[config.mk]
export PLATFORM = sky130hd
export DESIGN_NAME = lzw_front
export DESIGN_NICKNAME = d
export VERILOG_FILES = /design/src/sv/lzw_pkg.sv /design/src/sv/lzw_front.sv
export SDC_FILE = /design/constraint.sdc
export NUM_CORES = 1
export LEC_CHECK = 0
export BUFFER_PORTS_ARGS = -buffer_cell sky130_fd_sc_hd__buf_4
export CAP_MARGIN = 20
export CELL_PAD_IN_SITES_DETAIL_PLACEMENT = 1
export CELL_PAD_IN_SITES_GLOBAL_PLACEMENT = 1
export CORE_MARGIN = 2
export CORE_UTILIZATION = 35
export DETAILED_ROUTE_END_ITERATION = 12
export MAX_ROUTING_LAYER = met4
export PLACE_DENSITY_LB_ADDON = 0.1
export SYNTH_ARGS = -nofsm -noshare
export SYNTH_HDL_FRONTEND = slang
export SYNTH_SLANG_ARGS = --single-unit
[constraint.sdc]
create_clock -name clk_i -period 1.4 [get_ports clk_i]
set_input_delay 0.28 -clock clk_i [delete_from_list [all_inputs] [get_ports clk_i]]
set_output_delay 0.28 -clock clk_i [all_outputs]
set_load 0.02 [all_outputs]
[src/sv/lzw_pkg.sv]
package lzw_pkg;

  localparam int unsigned WIDEST_CODE_DEF = 12;
  localparam int unsigned START_WIDTH     = 9;
  localparam int unsigned DEF_MAX_BITS    = 12;
  localparam int unsigned CLEAR_CODE      = 256;
  localparam int unsigned END_CODE        = 257;
  localparam int unsigned FIRST_FREE      = 258;
  localparam int unsigned BUF_BITS        = 24;

  // Configuration register indexes.
  localparam logic REG_MAX_CODE_BITS = 1'b0;

  typedef struct packed {
    logic       last;
    logic [7:0] data;
  } item_t;

  typedef enum logic [2:0] {
    ST_IDLE,
    ST_RD1,
    ST_RD2,
    ST_PUT,
    ST_DRAIN,
    ST_LASTCHK,
    ST_PAD
  } state_e;

  typedef enum logic [1:0] {
    PH_MISS,
    PH_CLEAR,
    PH_FINAL,
    PH_ENDC
  } phase_e;

endpackage

[src/sv/lzw_front.sv]
module lzw_front
  import lzw_pkg::*;
(
  input  logic  clk_i,
  input  logic  rst_ni,
  input  logic  in_valid_i,
  output logic  in_ready_o,
  input  item_t in_item_i,
  output logic  q_valid_o,
  input  logic  q_pop_i,
  output item_t q_item_o
);

  // Two-entry queue between the input port and the dictionary engine.
  item_t      slot_q [2];
  logic       wptr_q, wptr_d, rptr_q, rptr_d;
  logic [1:0] cnt_q, cnt_d;
  logic       push, pop;

  assign in_ready_o = (cnt_q != 2'd2);
  assign q_valid_o  = (cnt_q != 2'd0);
  assign q_item_o   = slot_q[rptr_q];
  assign push       = in_valid_i && in_ready_o;
  assign pop        = q_pop_i && q_valid_o;

  always_comb begin
    wptr_d = wptr_q ^ push;
    rptr_d = rptr_q ^ pop;
    cnt_d  = cnt_q + {1'b0, push} - {1'b0, pop};
  end

  always_ff @(posedge clk_i or negedge rst_ni) begin
    if (!rst_ni) begin
      wptr_q <= 1'b0;
      rptr_q <= 1'b0;
      cnt_q  <= 2'd0;
    end else begin
      wptr_q <= wptr_d;
      rptr_q <= rptr_d;
      cnt_q  <= cnt_d;
    end
  end

  always_ff @(posedge clk_i) begin
    if (push) begin
      slot_q[wptr_q] <= in_item_i;
    end
  end

endmodule

==> flow_summary.json, run 1 <==
{
  "yosysTopAreaCellShare_pct": 61.7,
  "core_area_um2": 2430,
  "synth.avg_cell_area_um2": 17.2,
  "grt_antenna_before_repair": 0,
  "numPortBuffers": 23,
  "first_pass_iters": 4,
  "layout_common_cells": "edfxtp_1, buf_4, buf_6",
  "ios": 24,
  "cp.arrival_ns": 1.30,
  "drc": 0,
  "fp.dieH_um": 54.0,
  "place.gp.congestion": 0.678,
  "clockBufferDepth": 2,
  "wl_per_cell_um": 13.4,
  "ys_warn_count": 0,
  "setup_ws_ns": -0.175,
  "drt_wl_total_mm": 1.55,
  "place_ws_ns": -0.00490,
  "synth_area_leader_cell": "edfxtp_1",
  "vdd_drop_max_mv": 0.950,
  "grt_max_degree": 13,
  "clk_latency_ns": 0.30,
  "syn-cell-area_um2": 876,
  "drtIter0Drc": 5,
  "tritoncts": "built",
  "num_vias": 534,
  "dp_hpwl_mm": 1.05,
  "grt.total_usage_pct": 12.4,
  "h-tree-depth": 1,
  "finalMaxSlewViolations": 0,
  "grt_pass1_wl_mm": 2.46,
  "clkTransAtPathRegs_ns": 0.11,
  "outcome": "finished, violations left",
  "start_kind": "register",
  "hp-class": "in -> reg",
  "syn_to_final_growth_pct": 45.1,
  "drive_above_1_share_pct": 55.8,
  "period_needed_ns": 1.58,
  "avgViaCountPerCell": 4.60,
  "skew_ns": 0.00312,
  "failed_checks": "negative setup slack",
  "path_class": "reg -> out",
  "ys_seq_elements": 22,
  "tightest_slew_ns": 0.211,
  "initial_core_util_pct": 36.0,
  "die-width_um": 54.0,
  "drv_cap": 0,
  "rsz0062_at_grt": "true",
  "rows": 18,
  "relSlewSlack_pct": 85.9,
  "grt_overflow": 0,
  "diodes": 0,
  "powerDensity_nw_per_um2": 2060,
  "fin_crit_sh_pct": 113,
  "ant_nets": 0,
  "finish.net_count": 102,
  "hold_violations": 0,
  "clock_sinks": 22,
  "syn_nets": 66,
  "fp.dieArea_um2": 2920,
  "synthTopCellsByArea": "edfxtp_1, mux2_2, dfrtp_1, ha_1, xnor2_1",
  "cts_root_buf": "clkbuf_4",
  "setup_violations": 9,
  "p_leak_nw": 0.514,
  "yosysUniqueCellTypes": 19,
  "required_ns": 1.12,
  "ys_seq_area_share_pct": 73.1,
  "numCtsBuffers": 3,
  "cp_max_fo": 5,
  "fmax_mhz": 635,
  "dpl.cell_count": 106,
  "mostFrequentLayoutCell": "edfxtp_1",
  "power.total_mw": 2.62,
  "grt_pass1_vias": 566,
  "synthCells": 51,
  "end_kind": "primary output",
  "layout.cells.non_filler": 116
}
[area by class of cell]
cell class                 instances  area [um^2]
fill                             240         1160
sequential                        22          642
timing repair buffer              32          304
multi-input combinational         26          254
tap                               30         37.5
clock buffer                       3         22.5
inverter                           2         7.51
clock inverter                     1         3.75
[layer usage]
metal / wire length, um / track usage (%)
met1: 656 / 14.7
met2: 803 / 20.9
met3: 74 / 2.78
met4: 17 / 3.75
met5: 0 / -
[final timing paths]
path                               startpoint                     end  cells after the start  slack (ns)
setup / recovery             rptr_q$_DFF_PN0_             q_item_o[1]                      3       -0.18
hold / removal                   in_item_i[8]  slot_q[0][8]$_DFFE_PP_                      1        0.16
setup reg to reg           cnt_q[1]$_DFF_PN0_  slot_q[0][5]$_DFFE_PP_                      4        0.10
hold reg to reg              wptr_q$_DFF_PN0_        wptr_q$_DFF_PN0_                      3        0.66
max in group asynchronous              rst_ni        rptr_q$_DFF_PN0_                      2        0.97
min in group asynchronous              rst_ni        wptr_q$_DFF_PN0_                      2        0.31
[per-stage QoR]
step                      area (um^2)  hold WS (ns)  util (%)  TNS (ns)
after floorplan                   878       -0.0156         -         0
after global placement           1120        0.0839      46.0         0
after detailed placement         1120        0.0825      46.0  -0.00515
after CTS                        1250         0.150      51.6     -1.57
after global routing             1270         0.144      52.3     -1.88
final                            1270         0.158      52.3     -1.50
[where the power goes]
part | internal [mW] | switching (mW)
combinational | 0.757 | 0.605
sequential | 0.913 | 0.0657
clock | 0.104 | 0.178
total | 1.77 | 0.850
[logic make-up after synthesis]
family,count (synthesis),synth area share (%)
AOI/OAI and AO/OA,4,3.57
muxes,9,11.6
DFF,22,73.1
adders and majority gates,2,2.86
buffers and inverters,3,1.43
xor gates and xnor gates,2,2.00
and+or+nand+nor,9,5.43
[critical path, cell delays in order (launching register included)]
cell,delay [ns]
dfrtp_2,0.43
buf_6,0.14
mux2_4,0.30
buf_6,0.13
[synthesized netlist by cell type]
| master | n |
|---|---|
| nor2b_1 | 1 |
| buf_2 | 1 |
| or2_2 | 1 |
| dfrtp_1 | 4 |
| nand2_1 | 1 |
| ha_1 | 2 |
| xnor2_1 | 2 |
| and2_1 | 1 |
| a211oi_1 | 1 |
| a21bo_1 | 1 |
| a32oi_1 | 1 |
| nand3_1 | 1 |
| nand2b_1 | 1 |
| nor2_1 | 2 |
| and3_1 | 1 |
| mux2_2 | 9 |
| o21ai_0 | 1 |
| inv_1 | 2 |
| edfxtp_1 | 18 |
[state kept, by name, summed over array words and instances, names as in the netlist]
| name | flops |
|---|---|
| slot_q | 18 |
| wptr_q | 1 |
| rptr_q | 1 |
| cnt_q | 2 |
[timing repair]
action,4_1_cts,5_1_grt
hold endpoints to repair,4,0
endpoints found under the setup margin,10,11
hold buffers,1,0
setup buffers,4,1
gates resized for setup,18,2
Note: power is estimated with default switching activity, not from simulation.
==> run 2, diff against run 1 <==
--- a/config.mk
+++ b/config.mk
@@ -13,7 +13,7 @@
 export CORE_UTILIZATION = 35
 export DETAILED_ROUTE_END_ITERATION = 12
 export MAX_ROUTING_LAYER = met4
-export PLACE_DENSITY_LB_ADDON = 0.1
+export PLACE_DENSITY = 0.76
 export SYNTH_ARGS = -nofsm -noshare
 export SYNTH_HDL_FRONTEND = slang
 export SYNTH_SLANG_ARGS = --single-unit
==> flow_summary.json, run 2 (same netlist as run 1, synthesis figures left out) <==
{
  "outcome": "finished, violations left",
  "failed_checks": "negative setup slack",
  "core_area_um2": 2430,
  "clockBufferDepth": 2,
  "required_ns": 1.12,
  "grt_pass1_wl_mm": 2.48,
  "setup_violations": 9,
  "fin_crit_sh_pct": 115,
  "grt_max_degree": 13,
  "clock_sinks": 22,
  "reg2reg_to": "slot_q[0][6]$_DFFE_PP_",
  "skew_ns": 0.00507,
  "fp.dieH_um": 54.0,
  "clkTransAtPathRegs_ns": 0.12,
  "power.total_mw": 2.64,
  "nFillCells": 251,
  "dp_hpwl_mm": 1.10,
  "tightest_slew_ns": 0.189,
  "fin_util_pct": 51.8,
  "cp_max_fo": 9,
  "hold_ws_ns": 0.157,
  "hold_depth": 1,
  "finalMaxSlewViolations": 0,
  "fp.dieArea_um2": 2920,
  "largest_reg_flops": 18,
  "grt_overflow": 0,
  "min_from": "in_item_i[3]",
  "r2r-start": "cnt_q[1]$_DFF_PN0_",
  "fmax_mhz": 619,
  "period_needed_ns": 1.62,
  "finish.net_count": 100,
  "regMostFlops": "slot_q",
  "reg2reg_slack_ns": 0.09,
  "largest_registers": "slot_q (18), cnt_q (2)",
  "rsz0062_at_grt": "true",
  "slowest_stage": "dfrtp_1",
  "numPortBuffers": 23,
  "rows": 18,
  "drive_above_1_share_pct": 53.6,
  "startpoint": "rptr_q$_DFF_PN0_",
  "ios": 24,
  "start_kind": "register",
  "place.gp.congestion": 0.700,
  "grt_antenna_before_repair": 0,
  "ant_nets": 0,
  "layout_common_cells": "edfxtp_1, buf_4, buf_6",
  "hp-class": "in -> reg",
  "first_pass_iters": 4,
  "powerDensity_nw_per_um2": 2090,
  "vdd_drop_max_mv": 1.19,
  "setup_ws_ns": -0.216,
  "initial_core_util_pct": 36.0,
  "wl_per_cell_um": 14.4,
  "p_leak_nw": 0.517,
  "grt_pass1_vias": 568,
  "drv_cap": 0,
  "critPathMaxStageDelay_ns": 0.41,
  "diodes": 0,
  "hold_violations": 0,
  "relSlewSlack_pct": 87.3,
  "cts_root_buf": "clkbuf_4",
  "placed_area_um2": 1110,
  "path_class": "reg -> out",
  "drt_wl_total_mm": 1.64,
  "mostFrequentLayoutCell": "edfxtp_1",
  "die-width_um": 54.0,
  "syn_to_final_growth_pct": 43.9,
  "h-tree-depth": 1,
  "clk_latency_ns": 0.30,
  "grt.total_usage_pct": 12.9,
  "avgViaCountPerCell": 4.65,
  "hold_path_end": "slot_q[1][3]$_DFFE_PP_",
  "drc": 0,
  "end_kind": "primary output",
  "fin_setup_tns_ns": -1.88,
  "num_vias": 530,
  "path_cells": "buf_12, mux2_2, buf_6",
  "numCtsBuffers": 3,
  "cp.arrival_ns": 1.34,
  "final_area_um2": 1260,
  "drtIter0Drc": 4,
  "tritoncts": "built",
  "r2r_cells": 4
}
[run 2: per-stage QoR]
step,setup WS (ns),instances
4_1_cts,-0.226,114
2_1_floorplan,0.00561,51
3_3_place_gp,0.0878,105
6_report,-0.216,114
3_5_place_dp,0.00849,105
5_1_grt,-0.266,114
[run 2: power by group]
group          internal, mW  switching [mW]
logic                 0.727           0.588
clock network         0.158           0.180
registers             0.910          0.0744
[run 2: per-layer routing]
metal  track usage (%)  vias up  part of all wire, %
met1              14.2      254                   41
met2              22.8       19                   53
met3              2.50        2                  4.9
met5                 -        -                    0
met4              5.00        0                 0.61
li1                  -      255                    -
[run 2: timing repair]
item                       in CTS  in global routing
pin swaps                       0                  0
hold endpoints to repair        4                  0
setup endpoints to repair      20                 10
resized for setup              16                  1
setup buffers                   4                  0
hold buffers                    1                  0
[run 2: worst max path at each step]
| stage | to | depth (start not counted) | slack, ns |
|---|---|---|---|
| after floorplan | slot_q[0][0]$_DFFE_PP_ | 3 | 0.006 |
| after global placement | slot_q[0][6]$_DFFE_PP_ | 3 | 0.09 |
| after CTS | q_item_o[1] | 3 | -0.23 |
| after global routing | q_item_o[1] | 3 | -0.27 |
| after detailed placement | slot_q[0][6]$_DFFE_PP_ | 3 | 0.008 |
| final | q_item_o[1] | 3 | -0.22 |
[run 2: final cells by class]
type	count	area (um^2)	share of cell area (%)
inverters	2	7.51	0.596
multi-input cells	26	256	20.4
flip-flops and latches	22	641	50.8
clock buffers	4	36.3	2.88
well taps	30	37.5	2.98
repair buffers	30	282	22.3
[run 2: critical path, delay by kind of cell, from the launching register on]
family / cells / cell delay, ns
buf+inv: 2 / 0.28
flops: 1 / 0.41
mux: 1 / 0.34
==> run 3, diff against run 2 <==
--- a/config.mk
+++ b/config.mk
@@ -11,7 +11,9 @@
 export CELL_PAD_IN_SITES_GLOBAL_PLACEMENT = 1
 export CORE_MARGIN = 2
 export CORE_UTILIZATION = 35
+export CTS_CLUSTER_SIZE = 30
 export DETAILED_ROUTE_END_ITERATION = 12
+export GPL_TIMING_DRIVEN = 0
 export MAX_ROUTING_LAYER = met4
 export PLACE_DENSITY = 0.76
 export SYNTH_ARGS = -nofsm -noshare
==> flow_summary.json, run 3 (same netlist as run 1, synthesis figures left out) <==
{
  "place.gp.congestion": 0.677,
  "grt_pass1_wl_mm": 2.70,
  "p_leak_nw": 0.531,
  "avgViaCountPerCell": 4.67,
  "path_class": "reg -> out",
  "drt_wl_total_mm": 1.82,
  "power.total_mw": 2.65,
  "place_ws_ns": -0.0318,
  "finalMaxSlewViolations": 0,
  "clock_power_share_pct": 11.0,
  "end_kind": "primary output",
  "required_ns": 1.12,
  "start_kind": "register",
  "dr_wl_met2_mm": 1.02,
  "largest_registers": "slot_q (18), cnt_q (2)",
  "wl_per_cell_um": 15.9,
  "core_area_um2": 2430,
  "highest_layer": "met4",
  "drc": 0,
  "p_sw_mw": 0.879,
  "outcome": "finished, violations left",
  "rsz0062_at_grt": "true",
  "numPortBuffers": 23,
  "num_vias": 532,
  "setup_ws_ns": -0.197,
  "grt_overflow": 0,
  "dp_hpwl_mm": 1.14,
  "diodes": 0,
  "drive_above_1_share_pct": 56.0,
  "clkTransAtPathRegs_ns": 0.12,
  "relSlewSlack_pct": 84.3,
  "clock_sinks": 22,
  "met1_length_um": 660,
  "drv_cap": 0,
  "syn_to_final_growth_pct": 44.0,
  "largest_reg_flops": 18,
  "clockBufferDepth": 2,
  "ant_nets": 0,
  "hp-class": "in -> reg",
  "grt_antenna_before_repair": 0,
  "first_pass_iters": 3,
  "h-tree-depth": 1,
  "drtIter0Drc": 5,
  "cp.arrival_ns": 1.32,
  "grt_max_degree": 13,
  "fp.dieArea_um2": 2920,
  "fin_util_pct": 51.9,
  "setup_violations": 10,
  "placed_area_um2": 1090,
  "final_area_um2": 1260,
  "fmax_mhz": 626,
  "finish.net_count": 100,
  "seqPwrFrac_pct": 38.2,
  "vdd_drop_max_mv": 1.10,
  "initial_core_util_pct": 36.0,
  "hold_violations": 0,
  "period_needed_ns": 1.60,
  "fin_crit_sh_pct": 114,
  "failed_checks": "negative setup slack",
  "clk_latency_ns": 0.30,
  "numCtsBuffers": 3,
  "tritoncts": "built",
  "switching_share_pct": 33.2,
  "fp.dieH_um": 54.0,
  "cts_root_buf": "clkbuf_4",
  "regMostFlops": "slot_q",
  "p_int_mw": 1.77,
  "mostFrequentLayoutCell": "edfxtp_1",
  "wl_met3_um": 128,
  "skew_ns": 0.0116,
  "nFillCells": 258,
  "layout_common_cells": "edfxtp_1, buf_4, buf_6",
  "cp_max_fo": 5,
  "die-width_um": 54.0,
  "powerDensity_nw_per_um2": 2100,
  "grt.total_usage_pct": 14.3,
  "grt_pass1_vias": 595,
  "rows": 18,
  "hold_ws_ns": 0.154,
  "ff_latch_area_um2": 642,
  "ios": 24,
  "tightest_slew_ns": 0.235,
  "combPwrFrac_pct": 50.9,
  "multi_input_area_um2": 275
}
[run 3: cell type report]
cell class	count	share of cell area (%)
clock buffers	4	2.08
flip-flops and latches	22	50.9
well taps	30	2.98
plain buffers	1	0.893
repair buffers	29	20.7
multi-input cells	26	21.8
inverters	2	0.595
[run 3: critical path, stage by stage (launching register included)]
cell	delay [ns]
dfrtp_1	0.43
buf_6	0.16
mux2_4	0.30
buf_6	0.13
[run 3: metal layers]
| metal | up-vias | global-route usage [%] |
|---|---|---|
| li1 | 257 | - |
| met1 | 256 | 13.3 |
| met2 | 17 | 27.2 |
| met3 | 2 | 3.61 |
| met4 | 0 | 6.25 |
| met5 | - | - |
[run 3: per-stage QoR]
step,instances,setup TNS [ns]
floorplan,51,0
global placement,104,0
detailed placement,104,-0.426
CTS,114,-1.82
global route,114,-2.11
finish,114,-1.75
[run 3: worst paths after layout]
| check | to | slack, ns | depth (start not counted) | from |
|---|---|---|---|---|
| worst min register to register | cnt_q[0]$_DFF_PN0_ | 0.66 | 2 | cnt_q[0]$_DFF_PN0_ |
| worst min-delay path | slot_q[0][1]$_DFFE_PP_ | 0.15 | 1 | in_item_i[1] |
| max in group asynchronous | cnt_q[0]$_DFF_PN0_ | 0.99 | 2 | rst_ni |
| worst max register to register | cnt_q[1]$_DFF_PN0_ | 0.05 | 6 | cnt_q[1]$_DFF_PN0_ |
| min in group asynchronous | cnt_q[1]$_DFF_PN0_ | 0.30 | 2 | rst_ni |
| worst max-delay path | q_item_o[3] | -0.20 | 3 | rptr_q$_DFF_PN0_ |
[run 3: power groups by stage]
stage / Sequential (mW) / Combinational (mW) / Clock (mW)
2_1_floorplan: 0.979 / 0.618 / 0
3_3_place_gp: 0.991 / 0.929 / 0
3_5_place_dp: 1.01 / 0.950 / 0
4_1_cts: 0.992 / 1.32 / 0.300
5_1_grt: 1.03 / 1.45 / 0.314
6_report: 1.01 / 1.35 / 0.291
[run 3: what timing repair did]
| action | in CTS | in global routing |
|---|---|---|
| buffers inserted | 4 | 0 |
| hold buffers | 1 | 0 |
| gates resized for setup | 25 | 3 |
| pin swaps | 0 | 0 |
| endpoints found under the hold margin | 4 | 0 |
| cloned | 1 | 0 |
| setup endpoints to repair | 29 | 29 |
